--- src/sv/lsw_pkg.sv ---
`timescale 1ns / 1ps
// Shared types and constants for the Lagrange shape weight block.
// No dependencies; imported by every module of the block.
package lsw_pkg;

  localparam int MAX_ORDER   = 7;
  localparam int ORDER_W     = 3;
  localparam int IDX_W       = 6;
  localparam int MAG_W       = 33;  // magnitude saturates at 2^32
  localparam int WEIGHT_W    = 32;
  localparam int WEIGHT_FRAC = 24;
  localparam int DEN_W       = 3;
  localparam int DIV_W       = 40;
  localparam int DIV_BITS    = 8;
  localparam int DIV_STEPS   = DIV_W / DIV_BITS;
  localparam int DIV_CNT_W   = $clog2(DIV_STEPS + 1);
  localparam int CFG_IDX_W   = 2;
  localparam int CFG_DATA_W  = 3;
  localparam int QDEPTH      = 2;

  localparam logic [CFG_IDX_W-1:0] CFG_ELEMENT_SHAPE = 2'd0;
  localparam logic [CFG_IDX_W-1:0] CFG_POLY_ORDER    = 2'd1;

  typedef enum logic {SHAPE_TRI, SHAPE_QUAD} shape_e;
  typedef enum logic [1:0] {PH_U, PH_V, PH_W} phase_e;
  typedef enum logic [1:0] {BK_IDLE, BK_SEL, BK_WAIT, BK_OUT} back_st_e;
  typedef enum logic [1:0] {FU_IDLE, FU_MUL, FU_DIV} fac_st_e;

  typedef struct packed {
    logic                 last;
    shape_e               shape;
    logic [ORDER_W-1:0]   order;
  } item_ctl_t;

endpackage

--- src/sv/lsw_front.sv ---
`timescale 1ns / 1ps
// Front end: configuration registers, item intake and a short item queue.
// Depends on lsw_pkg.
module lsw_front #(
  parameter int COORD_FRAC_BITS = 16
) (
  input  logic                              clk_i,
  input  logic                              rst_ni,
  input  logic                              cfg_valid_i,
  output logic                              cfg_ready_o,
  input  logic [lsw_pkg::CFG_IDX_W-1:0]     cfg_index_i,
  input  logic [lsw_pkg::CFG_DATA_W-1:0]    cfg_data_i,
  input  logic                              start_i,
  output logic                              busy_o,
  input  logic [COORD_FRAC_BITS:0]          u_coord_i,
  input  logic [COORD_FRAC_BITS:0]          v_coord_i,
  input  logic                              last_point_i,
  input  logic                              pop_i,
  output logic                              head_valid_o,
  output lsw_pkg::item_ctl_t                head_ctl_o,
  output logic [COORD_FRAC_BITS:0]          head_u_o,
  output logic [COORD_FRAC_BITS:0]          head_v_o,
  output logic signed [COORD_FRAC_BITS+2:0] head_w_o
);
  import lsw_pkg::*;

  localparam int CW    = COORD_FRAC_BITS + 1;
  localparam int PTR_W = (QDEPTH > 1) ? $clog2(QDEPTH) : 1;
  localparam int CNT_W = $clog2(QDEPTH + 1);
  localparam logic [CW+1:0] ONE_FX = (CW+2)'(1) << COORD_FRAC_BITS;

  shape_e               shape_q;
  logic [ORDER_W-1:0]   order_q;
  item_ctl_t            ctl_q [QDEPTH];
  logic [CW-1:0]        u_q [QDEPTH];
  logic [CW-1:0]        v_q [QDEPTH];
  logic signed [CW+1:0] w_q [QDEPTH];
  logic [PTR_W-1:0]     wr_ptr_q, rd_ptr_q;
  logic [CNT_W-1:0]     count_q;
  logic                 push;
  item_ctl_t            ctl_in;
  logic signed [CW+1:0] w_in;

  assign cfg_ready_o  = 1'b1;
  assign busy_o       = (count_q == CNT_W'(QDEPTH));
  assign push         = start_i && !busy_o;
  assign head_valid_o = (count_q != '0);
  assign head_ctl_o   = ctl_q[rd_ptr_q];
  assign head_u_o     = u_q[rd_ptr_q];
  assign head_v_o     = v_q[rd_ptr_q];
  assign head_w_o     = w_q[rd_ptr_q];

  // w = 1 - u - v, exact and signed
  assign w_in = $signed(ONE_FX - {2'b00, u_coord_i} - {2'b00, v_coord_i});

  always_comb begin
    ctl_in.last  = last_point_i;
    ctl_in.shape = shape_q;
    ctl_in.order = (order_q > ORDER_W'(MAX_ORDER)) ? ORDER_W'(MAX_ORDER) : order_q;
  end

  always_ff @(posedge clk_i or negedge rst_ni) begin
    if (!rst_ni) begin
      shape_q <= SHAPE_TRI;
      order_q <= ORDER_W'(1);
    end else if (cfg_valid_i) begin
      unique case (cfg_index_i)
        CFG_ELEMENT_SHAPE: shape_q <= shape_e'(cfg_data_i[0]);
        CFG_POLY_ORDER:    order_q <= cfg_data_i[ORDER_W-1:0];
        default: ;
      endcase
    end
  end

  always_ff @(posedge clk_i or negedge rst_ni) begin
    if (!rst_ni) begin
      wr_ptr_q <= '0;
      rd_ptr_q <= '0;
      count_q  <= '0;
    end else begin
      if (push) begin
        wr_ptr_q <= (wr_ptr_q == PTR_W'(QDEPTH-1)) ? '0 : wr_ptr_q + 1'b1;
      end
      if (pop_i) begin
        rd_ptr_q <= (rd_ptr_q == PTR_W'(QDEPTH-1)) ? '0 : rd_ptr_q + 1'b1;
      end
      if (push && !pop_i) begin
        count_q <= count_q + 1'b1;
      end else if (!push && pop_i) begin
        count_q <= count_q - 1'b1;
      end
    end
  end

  always_ff @(posedge clk_i) begin
    if (push) begin
      ctl_q[wr_ptr_q] <= ctl_in;
      u_q[wr_ptr_q]   <= u_coord_i;
      v_q[wr_ptr_q]   <= v_coord_i;
      w_q[wr_ptr_q]   <= w_in;
    end
  end

`ifndef SYNTH
  a_count_bound: assert property (@(posedge clk_i) disable iff (!rst_ni)
    count_q <= CNT_W'(QDEPTH))
    else $error("item queue over-filled");
  a_pop_nonempty: assert property (@(posedge clk_i) disable iff (!rst_ni)
    pop_i |-> head_valid_o)
    else $error("item popped from empty queue");
`endif

endmodule

--- src/sv/lsw_factor.sv ---
`timescale 1ns / 1ps
// Factor unit: mag * num, rounded, divided by d * 2^F in byte-wise steps.
// Depends on lsw_pkg.
module lsw_factor #(
  parameter int COORD_FRAC_BITS = 16,
  parameter int NM_W            = 21
) (
  input  logic                        clk_i,
  input  logic                        rst_ni,
  input  logic                        go_i,
  input  logic [lsw_pkg::MAG_W-1:0]   mag_i,
  input  logic [NM_W-1:0]             nm_i,
  input  logic [lsw_pkg::DEN_W-1:0]   den_i,
  output logic                        done_o,
  output logic [lsw_pkg::MAG_W-1:0]   mag_o
);
  import lsw_pkg::*;

  localparam int PROD_W = MAG_W + NM_W;
  localparam int SUM_W  = PROD_W + 1;
  localparam logic [DIV_W-1:0] MAG_LIMIT = DIV_W'(1) << (MAG_W - 1);

  fac_st_e              st_q, st_d;
  logic [PROD_W-1:0]    prod_q, prod_d;
  logic [DEN_W-1:0]     den_q, den_d;
  logic [DIV_W-1:0]     quo_q, quo_d;
  logic [DEN_W-1:0]     rem_q, rem_d;
  logic [DIV_CNT_W-1:0] cnt_q, cnt_d;
  logic                 done_q, done_d;
  logic [SUM_W-1:0]     sum;

  assign sum    = {1'b0, prod_q} + (SUM_W'(den_q) << (COORD_FRAC_BITS - 1));
  assign done_o = done_q;
  assign mag_o  = (quo_q > MAG_LIMIT) ? MAG_LIMIT[MAG_W-1:0] : quo_q[MAG_W-1:0];

  always_comb begin
    logic [DIV_W-1:0] q;
    logic [DEN_W-1:0] r;
    logic [DEN_W:0]   r4;
    st_d   = st_q;
    prod_d = prod_q;
    den_d  = den_q;
    quo_d  = quo_q;
    rem_d  = rem_q;
    cnt_d  = cnt_q;
    done_d = 1'b0;
    q      = quo_q;
    r      = rem_q;
    r4     = '0;
    unique case (st_q)
      FU_IDLE: begin
        if (go_i) begin
          prod_d = mag_i * nm_i;
          den_d  = den_i;
          st_d   = FU_MUL;
        end
      end
      FU_MUL: begin
        quo_d = DIV_W'(sum >> COORD_FRAC_BITS);
        rem_d = '0;
        cnt_d = '0;
        st_d  = FU_DIV;
      end
      FU_DIV: begin
        // restoring division, one byte of quotient per cycle
        for (int j = 0; j < DIV_BITS; j++) begin
          r4 = {r, q[DIV_W-1]};
          q  = {q[DIV_W-2:0], 1'b0};
          if (r4 >= {1'b0, den_q}) begin
            r4   = r4 - {1'b0, den_q};
            q[0] = 1'b1;
          end
          r = r4[DEN_W-1:0];
        end
        quo_d = q;
        rem_d = r;
        cnt_d = cnt_q + 1'b1;
        if (cnt_q == DIV_CNT_W'(DIV_STEPS - 1)) begin
          done_d = 1'b1;
          st_d   = FU_IDLE;
        end
      end
      default: st_d = FU_IDLE;
    endcase
  end

  always_ff @(posedge clk_i or negedge rst_ni) begin
    if (!rst_ni) begin
      st_q   <= FU_IDLE;
      done_q <= 1'b0;
      cnt_q  <= '0;
    end else begin
      st_q   <= st_d;
      done_q <= done_d;
      cnt_q  <= cnt_d;
    end
  end

  always_ff @(posedge clk_i) begin
    prod_q <= prod_d;
    den_q  <= den_d;
    quo_q  <= quo_d;
    rem_q  <= rem_d;
  end

`ifndef SYNTH
  a_go_idle: assert property (@(posedge clk_i) disable iff (!rst_ni)
    go_i |-> (st_q == FU_IDLE) && !done_q)
    else $error("factor launched while unit busy");
`endif

endmodule

--- src/sv/lsw_back.sv ---
`timescale 1ns / 1ps
// Back end: walks the nodes and factors of the head item and emits weights.
// Depends on lsw_pkg and lsw_factor.
module lsw_back #(
  parameter int COORD_FRAC_BITS = 16
) (
  input  logic                              clk_i,
  input  logic                              rst_ni,
  input  logic                              head_valid_i,
  input  lsw_pkg::item_ctl_t                head_ctl_i,
  input  logic [COORD_FRAC_BITS:0]          head_u_i,
  input  logic [COORD_FRAC_BITS:0]          head_v_i,
  input  logic signed [COORD_FRAC_BITS+2:0] head_w_i,
  output logic                              pop_o,
  output logic                              result_valid_o,
  output logic signed [lsw_pkg::WEIGHT_W-1:0] weight_o,
  output logic [lsw_pkg::IDX_W-1:0]         node_index_o,
  output logic                              last_node_o,
  output logic                              batch_end_o
);
  import lsw_pkg::*;

  localparam int CW    = COORD_FRAC_BITS + 1;
  localparam int NUM_W = COORD_FRAC_BITS + 6;
  localparam logic [MAG_W-1:0] MAG_ONE = MAG_W'(1) << WEIGHT_FRAC;

  back_st_e            st_q, st_d;
  phase_e              ph_q, ph_d;
  logic [ORDER_W-1:0]  a_q, a_d, b_q, b_d;
  logic [ORDER_W:0]    i_q, i_d;
  logic [IDX_W-1:0]    cnt_q, cnt_d;
  logic [MAG_W-1:0]    mag_q, mag_d;
  logic                neg_q, neg_d;
  logic                res_valid_q, res_valid_d;
  logic [WEIGHT_W-1:0] weight_q, weight_d;
  logic [IDX_W-1:0]    idx_q, idx_d;
  logic                last_node_q, last_node_d;
  logic                batch_end_q, batch_end_d;

  logic [ORDER_W-1:0]      n, c, atop, k;
  logic                    is_tri;
  logic signed [NUM_W-1:0] xs, nx, io, num, nm_abs;
  logic signed [ORDER_W+1:0] dk;
  logic [DEN_W-1:0]        den;
  logic                    fac_go, fac_done, node_last;
  logic [MAG_W-1:0]        fac_mag;

  function automatic logic [WEIGHT_W-1:0] to_q724(logic [MAG_W-1:0] m, logic s);
    logic [WEIGHT_W-1:0] r;
    if (m == '0) begin
      r = '0;
    end else if (!s) begin
      r = m[MAG_W-1] ? {1'b0, {(WEIGHT_W-1){1'b1}}} : (m[WEIGHT_W-1] ?
          {1'b0, {(WEIGHT_W-1){1'b1}}} : m[WEIGHT_W-1:0]);
    end else if (m[MAG_W-1] || m[WEIGHT_W-1]) begin
      r = {1'b1, {(WEIGHT_W-1){1'b0}}};
    end else begin
      r = -m[WEIGHT_W-1:0];
    end
    return r;
  endfunction

  assign n         = head_ctl_i.order;
  assign is_tri    = (head_ctl_i.shape == SHAPE_TRI);
  assign c         = n - a_q - b_q;
  assign atop      = is_tri ? (n - b_q) : n;
  assign node_last = (b_q == n) && (a_q == atop);

  always_comb begin
    case (ph_q)
      PH_U: begin
        k  = a_q;
        xs = $signed({{(NUM_W-CW){1'b0}}, head_u_i});
      end
      PH_V: begin
        k  = b_q;
        xs = $signed({{(NUM_W-CW){1'b0}}, head_v_i});
      end
      default: begin
        k  = c;
        xs = $signed({{(NUM_W-CW-2){head_w_i[CW+1]}}, head_w_i});
      end
    endcase
  end

  // factor (N*x - i) / (k - i), numerator scaled by 2^F
  assign nx     = xs * $signed({{(NUM_W-ORDER_W){1'b0}}, n});
  assign io     = $signed(NUM_W'(i_q) << COORD_FRAC_BITS);
  assign num    = nx - io;
  assign nm_abs = num[NUM_W-1] ? -num : num;
  assign dk     = $signed({2'b00, k}) - $signed({1'b0, i_q});
  assign den    = dk[ORDER_W+1] ? DEN_W'(-dk) : dk[DEN_W-1:0];

  always_comb begin
    st_d        = st_q;
    ph_d        = ph_q;
    a_d         = a_q;
    b_d         = b_q;
    i_d         = i_q;
    cnt_d       = cnt_q;
    mag_d       = mag_q;
    neg_d       = neg_q;
    res_valid_d = 1'b0;
    weight_d    = weight_q;
    idx_d       = idx_q;
    last_node_d = last_node_q;
    batch_end_d = batch_end_q;
    fac_go      = 1'b0;
    pop_o       = 1'b0;
    unique case (st_q)
      BK_IDLE: begin
        if (head_valid_i) begin
          a_d   = '0;
          b_d   = '0;
          cnt_d = '0;
          mag_d = MAG_ONE;
          neg_d = 1'b0;
          ph_d  = PH_U;
          i_d   = '0;
          st_d  = BK_SEL;
        end
      end
      BK_SEL: begin
        if (is_tri) begin
          if ({1'b0, k} > i_q) begin
            fac_go = 1'b1;
          end else if (ph_q == PH_W) begin
            st_d = BK_OUT;
          end else begin
            ph_d = (ph_q == PH_U) ? PH_V : PH_W;
            i_d  = '0;
          end
        end else begin
          if (i_q > {1'b0, n}) begin
            if (ph_q == PH_V) begin
              st_d = BK_OUT;
            end else begin
              ph_d = PH_V;
              i_d  = '0;
            end
          end else if (i_q == {1'b0, k}) begin
            i_d = i_q + 1'b1;
          end else begin
            fac_go = 1'b1;
          end
        end
        if (fac_go) begin
          neg_d = neg_q ^ num[NUM_W-1] ^ dk[ORDER_W+1];
          st_d  = BK_WAIT;
        end
      end
      BK_WAIT: begin
        if (fac_done) begin
          mag_d = fac_mag;
          i_d   = i_q + 1'b1;
          st_d  = BK_SEL;
        end
      end
      BK_OUT: begin
        res_valid_d = 1'b1;
        weight_d    = to_q724(mag_q, neg_q);
        idx_d       = cnt_q;
        last_node_d = node_last;
        batch_end_d = node_last && head_ctl_i.last;
        if (node_last) begin
          pop_o = 1'b1;
          st_d  = BK_IDLE;
        end else begin
          cnt_d = cnt_q + 1'b1;
          if (a_q == atop) begin
            a_d = '0;
            b_d = b_q + 1'b1;
          end else begin
            a_d = a_q + 1'b1;
          end
          mag_d = MAG_ONE;
          neg_d = 1'b0;
          ph_d  = PH_U;
          i_d   = '0;
          st_d  = BK_SEL;
        end
      end
      default: st_d = BK_IDLE;
    endcase
  end

  lsw_factor #(
    .COORD_FRAC_BITS (COORD_FRAC_BITS),
    .NM_W            (NUM_W - 1)
  ) u_factor (
    .clk_i  (clk_i),
    .rst_ni (rst_ni),
    .go_i   (fac_go),
    .mag_i  (mag_q),
    .nm_i   (nm_abs[NUM_W-2:0]),
    .den_i  (den),
    .done_o (fac_done),
    .mag_o  (fac_mag)
  );

  always_ff @(posedge clk_i or negedge rst_ni) begin
    if (!rst_ni) begin
      st_q        <= BK_IDLE;
      res_valid_q <= 1'b0;
    end else begin
      st_q        <= st_d;
      res_valid_q <= res_valid_d;
    end
  end

  always_ff @(posedge clk_i) begin
    ph_q        <= ph_d;
    a_q         <= a_d;
    b_q         <= b_d;
    i_q         <= i_d;
    cnt_q       <= cnt_d;
    mag_q       <= mag_d;
    neg_q       <= neg_d;
    weight_q    <= weight_d;
    idx_q       <= idx_d;
    last_node_q <= last_node_d;
    batch_end_q <= batch_end_d;
  end

  assign result_valid_o = res_valid_q;
  assign weight_o       = $signed(weight_q);
  assign node_index_o   = idx_q;
  assign last_node_o    = last_node_q;
  assign batch_end_o    = batch_end_q;

`ifndef SYNTH
  a_gap: assert property (@(posedge clk_i) disable iff (!rst_ni)
    result_valid_o |=> !result_valid_o)
    else $error("weights issued on consecutive cycles");
  a_end_last: assert property (@(posedge clk_i) disable iff (!rst_ni)
    result_valid_o && batch_end_o |-> last_node_o)
    else $error("batch end without last node");
  a_pop_out: assert property (@(posedge clk_i) disable iff (!rst_ni)
    pop_o |=> result_valid_o && last_node_o)
    else $error("item retired without its last weight");
`endif

endmodule

--- src/sv/lagrange_shape_weights_top.sv ---
`timescale 1ns / 1ps
// Top level of the Lagrange shape weight block.
// Depends on lsw_pkg, lsw_front and lsw_back.
//
// Each accepted point (start_i high, busy_o low) yields one weight per node,
// v index outer, u index inner, each on the result ports for one cycle with
// result_valid_o; the receiver cannot stall. A two-item queue takes points
// while the back end works. One shared factor unit (multiply, round, then a
// byte-wise divide by the node denominator) sets the pace: the back end
// waits for each factor before it selects the next; a node also passes
// through phase changes, skipped indices and its output, and each point
// passes through idle. The first weight leaves in the cycle after its node
// completes. Configuration writes are always ready.
module lagrange_shape_weights_top #(
  parameter int COORD_FRAC_BITS = 16
) (
  input  logic                                clk_i,
  input  logic                                rst_ni,
  input  logic                                cfg_valid_i,
  output logic                                cfg_ready_o,
  input  logic [lsw_pkg::CFG_IDX_W-1:0]       cfg_index_i,
  input  logic [lsw_pkg::CFG_DATA_W-1:0]      cfg_data_i,
  input  logic                                start_i,
  output logic                                busy_o,
  input  logic [COORD_FRAC_BITS:0]            u_coord_i,
  input  logic [COORD_FRAC_BITS:0]            v_coord_i,
  input  logic                                last_point_i,
  output logic                                result_valid_o,
  output logic signed [lsw_pkg::WEIGHT_W-1:0] weight_o,
  output logic [lsw_pkg::IDX_W-1:0]           node_index_o,
  output logic                                last_node_o,
  output logic                                batch_end_o
);
  import lsw_pkg::*;

  logic                              head_valid, pop;
  item_ctl_t                         head_ctl;
  logic [COORD_FRAC_BITS:0]          head_u, head_v;
  logic signed [COORD_FRAC_BITS+2:0] head_w;

  lsw_front #(
    .COORD_FRAC_BITS (COORD_FRAC_BITS)
  ) u_front (
    .clk_i        (clk_i),
    .rst_ni       (rst_ni),
    .cfg_valid_i  (cfg_valid_i),
    .cfg_ready_o  (cfg_ready_o),
    .cfg_index_i  (cfg_index_i),
    .cfg_data_i   (cfg_data_i),
    .start_i      (start_i),
    .busy_o       (busy_o),
    .u_coord_i    (u_coord_i),
    .v_coord_i    (v_coord_i),
    .last_point_i (last_point_i),
    .pop_i        (pop),
    .head_valid_o (head_valid),
    .head_ctl_o   (head_ctl),
    .head_u_o     (head_u),
    .head_v_o     (head_v),
    .head_w_o     (head_w)
  );

  lsw_back #(
    .COORD_FRAC_BITS (COORD_FRAC_BITS)
  ) u_back (
    .clk_i          (clk_i),
    .rst_ni         (rst_ni),
    .head_valid_i   (head_valid),
    .head_ctl_i     (head_ctl),
    .head_u_i       (head_u),
    .head_v_i       (head_v),
    .head_w_i       (head_w),
    .pop_o          (pop),
    .result_valid_o (result_valid_o),
    .weight_o       (weight_o),
    .node_index_o   (node_index_o),
    .last_node_o    (last_node_o),
    .batch_end_o    (batch_end_o)
  );

endmodule
--- config.mk ---
export PLATFORM = sky130hd
export DESIGN_NAME = lagrange_shape_weights_top
export DESIGN_NICKNAME = d
export VERILOG_FILES = /design/src/sv/lsw_pkg.sv /design/src/sv/lsw_front.sv /design/src/sv/lsw_factor.sv /design/src/sv/lsw_back.sv /design/src/sv/lagrange_shape_weights_top.sv
export SDC_FILE = /design/constraint.sdc
export NUM_CORES = 2
export LEC_CHECK = 0
export ABC_AREA = 1
export BUFFER_PORTS_ARGS = -buffer_cell sky130_fd_sc_hd__buf_2
export CORE_AREA = 2 2 268 270
export DETAILED_ROUTE_END_ITERATION = 10
export DIE_AREA = 0 0 270 272
export GPL_TIMING_DRIVEN = 0
export PLACE_DENSITY = 0.79
export SLEW_MARGIN = 40
export SYNTH_ARGS = -nofsm -noshare
export SYNTH_HDL_FRONTEND = slang
export SYNTH_SLANG_ARGS = --single-unit
--- constraint.sdc ---
create_clock -name clk_i -period 10.2 [get_ports clk_i]
set_clock_uncertainty 0.2 [all_clocks]
set_input_delay 2.04 -clock clk_i [delete_from_list [all_inputs] [get_ports clk_i]]
set_output_delay 2.04 -clock clk_i [all_outputs]
set_load 0.1 [all_outputs]
* After elaboration in Yosys (flattened, before gate mapping)
Memories as Yosys holds them, arrays and structs flattened.
Index checks and enable logic that the tools add are counted.
** Storage, ports and cells
- Memories :: 4
- Word-level logic and storage cells :: 238
- Flip-flop bits (word level) :: 209
- Bits in writable memories :: 116
- Output and inout bits :: 43
** Operators by class
- $add $sub $neg :: 28
- Multiply operators :: 2
- Reduce and logical (&&, ||, !) cells :: 31
- Bitwise gates (word level) :: 2
- Mux-type cells :: 104
- Equal/unequal tests :: 30
- $lt $le $gt $ge :: 12
** Memories
- u_front.w_q :: depth 2, width 19, rd ports 1, clocked after Yosys merged registers in 0, wr ports 1, line lsw_front.sv:37 : logic signed [CW+1:0] w_q [QDEPTH];
- u_front.u_q :: depth 2, width 17, rd ports 1, clocked after Yosys merged registers in 0, wr ports 1, line lsw_front.sv:35 : logic [CW-1:0] u_q [QDEPTH];
- u_front.v_q :: depth 2, width 17, rd ports 1, clocked after Yosys merged registers in 0, wr ports 1, line lsw_front.sv:36 : logic [CW-1:0] v_q [QDEPTH];
- u_front.ctl_q :: depth 2, width 5, rd ports 1, clocked after Yosys merged registers in 0, wr ports 1, line lsw_front.sv:34 : item_ctl_t ctl_q [QDEPTH];
** Operator list (count)
- $mux W33 :: 4
- $pmux W33 S3 :: 1
- $mux W32 :: 3
- $pmux W40 S2 :: 1
- $mux W3 :: 23
- $add A54 B18 Y55 :: 1
- $mul A33 B21 Y54 :: 1
- $pmux W22 S2 :: 1
- $gt A40 B33 Y1 const B :: 1
- $mux W2 :: 20
- $mux W4 :: 9
- $logic_not A33 Y1 :: 1
- $sub A3 B3 Y3 :: 11
- $ge A4 B3 Y1 :: 8
- $neg A32 Y32 :: 1
- $mux W31 :: 1
- $pmux W3 S2 :: 5
- $mux W1 :: 27
- $mul A22 B4 Y22 :: 1
- $sub A22 B21 Y22 :: 1
- $mux W21 :: 1
- $neg A21 Y21 :: 1
- $sub A19 B17 Y19 :: 1
- $sub A17 B17 Y18 const A :: 1
- other kinds (41) :: 84

* Logic depth before layout (Yosys ltp)
- Depth after elaboration :: 24
- Depth in mapped cells :: 67
- Depth with buffers taken out :: 67

* By module
A second synthesis with hierarchy kept.
** Second synthesis, totals
- Cells, all modules :: 5121
- Area, all modules :: 42672.2 µm²
** Modules (own cells, without submodules)
- lsw_factor :: times used 1, area an instance 27580.2 µm², cells each 3384, seq. area each 2702.6 µm²
- lsw_back :: times used 1, area an instance 9057.4 µm², cells each 1237, seq. area each 2837.7 µm²
- lsw_front :: times used 1, area an instance 6034.5 µm², cells each 500, seq. area each 3684.8 µm²

* Least setup slack after synthesis
Ideal clock, no wire load.
- Path kind :: flip-flop to flip-flop
- From :: register u_back.ph_q[1]
- To :: register u_back.u_factor.prod_q[48] (data pin)
- Slack :: -323 ps
- Arrival time :: 10064 ps
- Buffers on the path :: 4
- Stages on the path, launching flop included :: 55
- Path through :: edfxtp_1 -> buf_6 -> inv_2 -> nand2_1 -> clkbuf_1 -> clkbuf_1 -> o22ai_1 -> nand2_1 -> nand3_1 -> nor2_1 -> inv_1 -> fa_1 -> inv_1 -> fa_1 -> inv_1 -> ha_1 -> a21oi_1 -> nand2_1 -> [... 19 more ...] -> fa_1 -> fa_1 -> inv_1 -> fa_1 -> fa_1 -> inv_1 -> fa_1 -> inv_1 -> ha_1 -> a21oi_1 -> inv_1 -> a31oi_1 -> inv_1 -> a21boi_0 -> o21ai_0 -> a221oi_1 -> nand2_1 -> xor2_1
** Between the ends
- Word-level cells in the longest chain between the ends :: 7
- Elaborated cells on any way between the ends :: 8
- Classes of those cells :: add/sub: 2; mul: 2; eq/ne: 1; mux: 2; reduce/logical: 1
** RTL lines
- start, declared :: line lsw_back.sv:28 : phase_e ph_q, ph_d;
- start signal, assigned :: line lsw_back.sv:212 : ph_q <= ph_d;
- $eq A2 B1 Y1 or $logic_not A2 Y1 (tied branches) :: line lsw_back.sv:70 : case (ph_q)
- $pmux W22 S2 * :: line lsw_back.sv:70
- $mul A22 B4 Y22 * :: line lsw_back.sv:87 : assign nx = xs * $signed({{(NUM_W-ORDER_W){1'b0}}, n});
- $sub A22 B21 Y22 * :: line lsw_back.sv:89 : assign num = nx - io;
- $neg A21 Y21 :: line lsw_back.sv:90 : assign nm_abs = num[NUM_W-1] ? -num : num;
- $mux W21 * :: line lsw_back.sv:90
- $mul A33 B21 Y54 * :: line lsw_factor.sv:53 : prod_d = mag_i * nm_i;
- end signal, assigned :: line lsw_factor.sv:100 : prod_q <= prod_d;
- end, declared :: line lsw_factor.sv:24 : logic [PROD_W-1:0] prod_q, prod_d;
Every way passes the cells marked *; elsewhere a longest branch is shown, timed or not.
A chain may end at the register's enable or synchronous reset.

* Worst setup path in the final report
- From :: register u_front.rd_ptr_q
- To :: register u_back.u_factor.prod_q[50] (data pin)
** Between the ends
- Word-level cells in the longest chain between the ends :: 7
- Elaborated cells on any way between the ends :: 10
- Classes of those cells :: add/sub: 2; mul: 2; mux: 2; memory: 4
** RTL lines
- start, declared :: line lsw_front.sv:38 : logic [PTR_W-1:0] wr_ptr_q, rd_ptr_q;
- start signal, assigned :: line lsw_front.sv:85 : rd_ptr_q <= (rd_ptr_q == PTR_W'(QDEPTH-1)) ? '0 : rd_ptr_q + 1'b1;
- $mem_v2 Z2 W19 (tied with other cells)
- $pmux W22 S2 :: line lsw_back.sv:70
- $mul A22 B4 Y22 * :: line lsw_back.sv:87
- $sub A22 B21 Y22 * :: line lsw_back.sv:89
- $neg A21 Y21 :: line lsw_back.sv:90
- $mux W21 * :: line lsw_back.sv:90
- $mul A33 B21 Y54 * :: line lsw_factor.sv:53
Marked as above.

==> impl_metrics.yaml <==
timing:
  fmax_mhz: 88.8
  maxSlewHeadroom: 0.364
  setup_violations: 39
  hold_viol_final: 0
  setup_ws_ns: -1.07
  worstMarginPinSlew_ns: 0.954
  finalCriticalPeriod_ns: 11.27
  min_period_over_period: 1.10
  final_max_slew_viol_count: 0
  rsz0062_at_grt: "true"
worst_setup_path:
  critPathKind: "reg -> reg"
  path_buf_inv: 12
  critPathCaptureType: "register"
  critPathTopFamily: "adder cells"
  crit_arrival_ns: 11.39
  start_kind: "register"
  crit_top_cell: "fa_1"
  cp_slowest_stage_delay_ns: 0.66
  cp_max_fo: 10
  cp_data_required_time_ns: 10.32
  critical-path-slowest-cell: "fa_2"
detailed_routing:
  routedWlPerCell_um: 24.5
  wirelength_mm: 154
  vias: 38346
  drtIter0Drc: 4824
  routed_via_density: 6.08
  ant_nets: 0
  drc: 0
  first_pass_iters: 6
status:
  failed_checks: "negative setup slack"
  status: "finished with violations"
floorplan:
  io_pins: 87
  die_area_sq_mm: 0.0734
  die_h_um: 272
  row_count: 98
  initial_utilization: 0.592
  fp.coreArea_sq_mm: 0.0708
  dieWidth_um: 270
cts:
  cts_sinks: 310
  htreeDepth: 2
  cts-buffers-inserted: 37
  insertion_delay_ns: 0.61
  clock_path_buffers: 3
  path_clk_slew_ns: 0.06
  cts_root_buf: "clkbuf_16"
  cts_hold_buf: 0
  cts_tree: "built"
global_route:
  use_met1: 0.506
  track_usage: 0.400
  grt_pass1_wl_mm: 221
  antenna_found_initial: 4
  grt_use_met3: 0.103
  grt_use_met2: 0.630
  grt_max_degree: 47
  top_usage_layer: "met2"
  grt_pass1_vias: 37655
  grt-ovfl-total: 0
min_path:
  hold_path_class: "reg -> reg"
yosys:
  synth_top_cells_by_count: "1114 x inv_1, 929 x nand2_1, 635 x fa_1"
  netlist_instances: 4952
  synth.distinct_cells: 68
  yosys-top-cells-area: "fa_1 30%, edfxtp_1 21%, inv_1 10%"
  yosysWarnings: 0
  syn-num-nets: 5889
  ys_seq_elements: 310
  synth_edf_count: 293
  avgSynthCellArea_sq_um: 8.46
  synthArstFlopShare: 0.0548
  synth_area_leader_cell: "fa_1"
  ys.flop_type: "edfxtp_1"
  ys_seq_area_frac: 0.220
  syn_area_sq_mm: 0.0419
  yosysTopAreaCellShare: 0.303
  synth.most_common_cell: "inv_1"
layout:
  layout-drive-gt1-share: 0.231
  fin_util: 0.726
  final_nets: 6272
  area_growth_pct: 22.6
job:
  cap_violations: 0
placed_design:
  gp_congestion: 1.05
  hpwl_mm: 111
  io_buffers: 85
## metrics by stage
step	worst slack, ns	area (sq um)	std cells	TNS [ns]	hold WS [ns]
detailed placement	-2.39	43900	6005	-84.53	0.239
CTS	-0.463	49600	6238	-10.74	0.251
floorplan	0.0547	42000	4952	0	0.226
global placement	-2.33	43600	5987	-82.33	0.234
global route	-1.27	51400	6310	-40.62	0.269
finish	-1.07	51400	6311	-32.27	0.250
## final timing paths
path | start | to | slack (ns) | depth (start not counted)
min in group asynchronous | rst_ni | u_front.shape_q | 1.18 | 1
max in group asynchronous | rst_ni | u_front.rd_ptr_q | 8.25 | 1
min | u_back.cnt_q[4] | u_back.node_index_o[4] | 0.25 | 0
max reg2reg | u_front.rd_ptr_q | u_back.u_factor.prod_q[50] | -1.07 | 45
min reg2reg | u_back.cnt_q[4] | u_back.node_index_o[4] | 0.25 | 0
max | u_front.rd_ptr_q | u_back.u_factor.prod_q[50] | -1.07 | 45
## cell type report
cell class	instances	area (sq um)
sequential	310	9230
fill	5022	19400
clock buffer	42	955
multi-input combinational	3330	31200
tap	950	1190
inverter	1135	4330
buffer	175	1440
clock inverter	22	312
timing repair buffer	346	2730
antenna	1	2.50
## routing by layer
layer	part of all wire	routed length, um
met1	0.35	53600
met2	0.44	68600
met3	0.12	19200
met4	0.084	13000
met5	0.00089	138
## logic make-up after synthesis
group / share of synthesized area
other cells: 0.0000895
simple gates: 0.184
fa+ha+maj: 0.380
buf+inv: 0.121
mux: 0.000537
compound gates: 0.0614
flops: 0.220
xor+xnor: 0.0331
## flip-flops by register name, summed over array words and instances, names as in the netlist, 3 cells and up
name / count
u_back.i_q: 4
u_back.a_q: 3
u_front.order_q: 3
u_front.w_q: 38
u_back.mag_q: 33
u_front.ctl_q: 10
u_back.u_factor.quo_q: 40
u_back.u_factor.cnt_q: 3
u_back.cnt_q: 6
u_back.u_factor.den_q: 3
u_front.v_q: 34
u_back.weight_o: 32
u_front.u_q: 34
u_back.u_factor.rem_q: 3
u_back.node_index_o: 6
u_back.u_factor.prod_q: 39
u_back.b_q: 3
## timing repair
action | 4_1_cts | 5_1_grt
endpoints found under the setup margin | 44 | 43
buffers inserted | 164 | 76
gates resized for setup | 753 | 314
gates cloned | 5 | 0
pin swaps | 286 | 231
## cells in the final DEF (no fill, tap or decap), types with 19 or more instances in the layout
cell type,n
o21ai_2,28
fa_2,54
a21oi_2,52
buf_4,231
a21oi_4,26
nand2_1,806
o21ai_1,22
buf_12,25
fa_1,581
nor2_2,61
edfxtp_1,293
xnor2_1,34
nand2_4,37
buf_6,31
nor4_1,20
buf_2,99
nand2_2,102
nand3_1,122
clkbuf_16,42
inv_1,1033
ha_1,191
inv_2,76
nand3_2,42
nor2_4,42
a21oi_1,107
xor2_1,94
nor3_1,42
nor2_1,433
o21ai_0,101
nand4_1,42
ha_4,63
clkbuf_1,79
buf_8,19
Power is not shown: default switching activity piles up to over one toggle a cycle in this logic, so the estimate is an artifact.
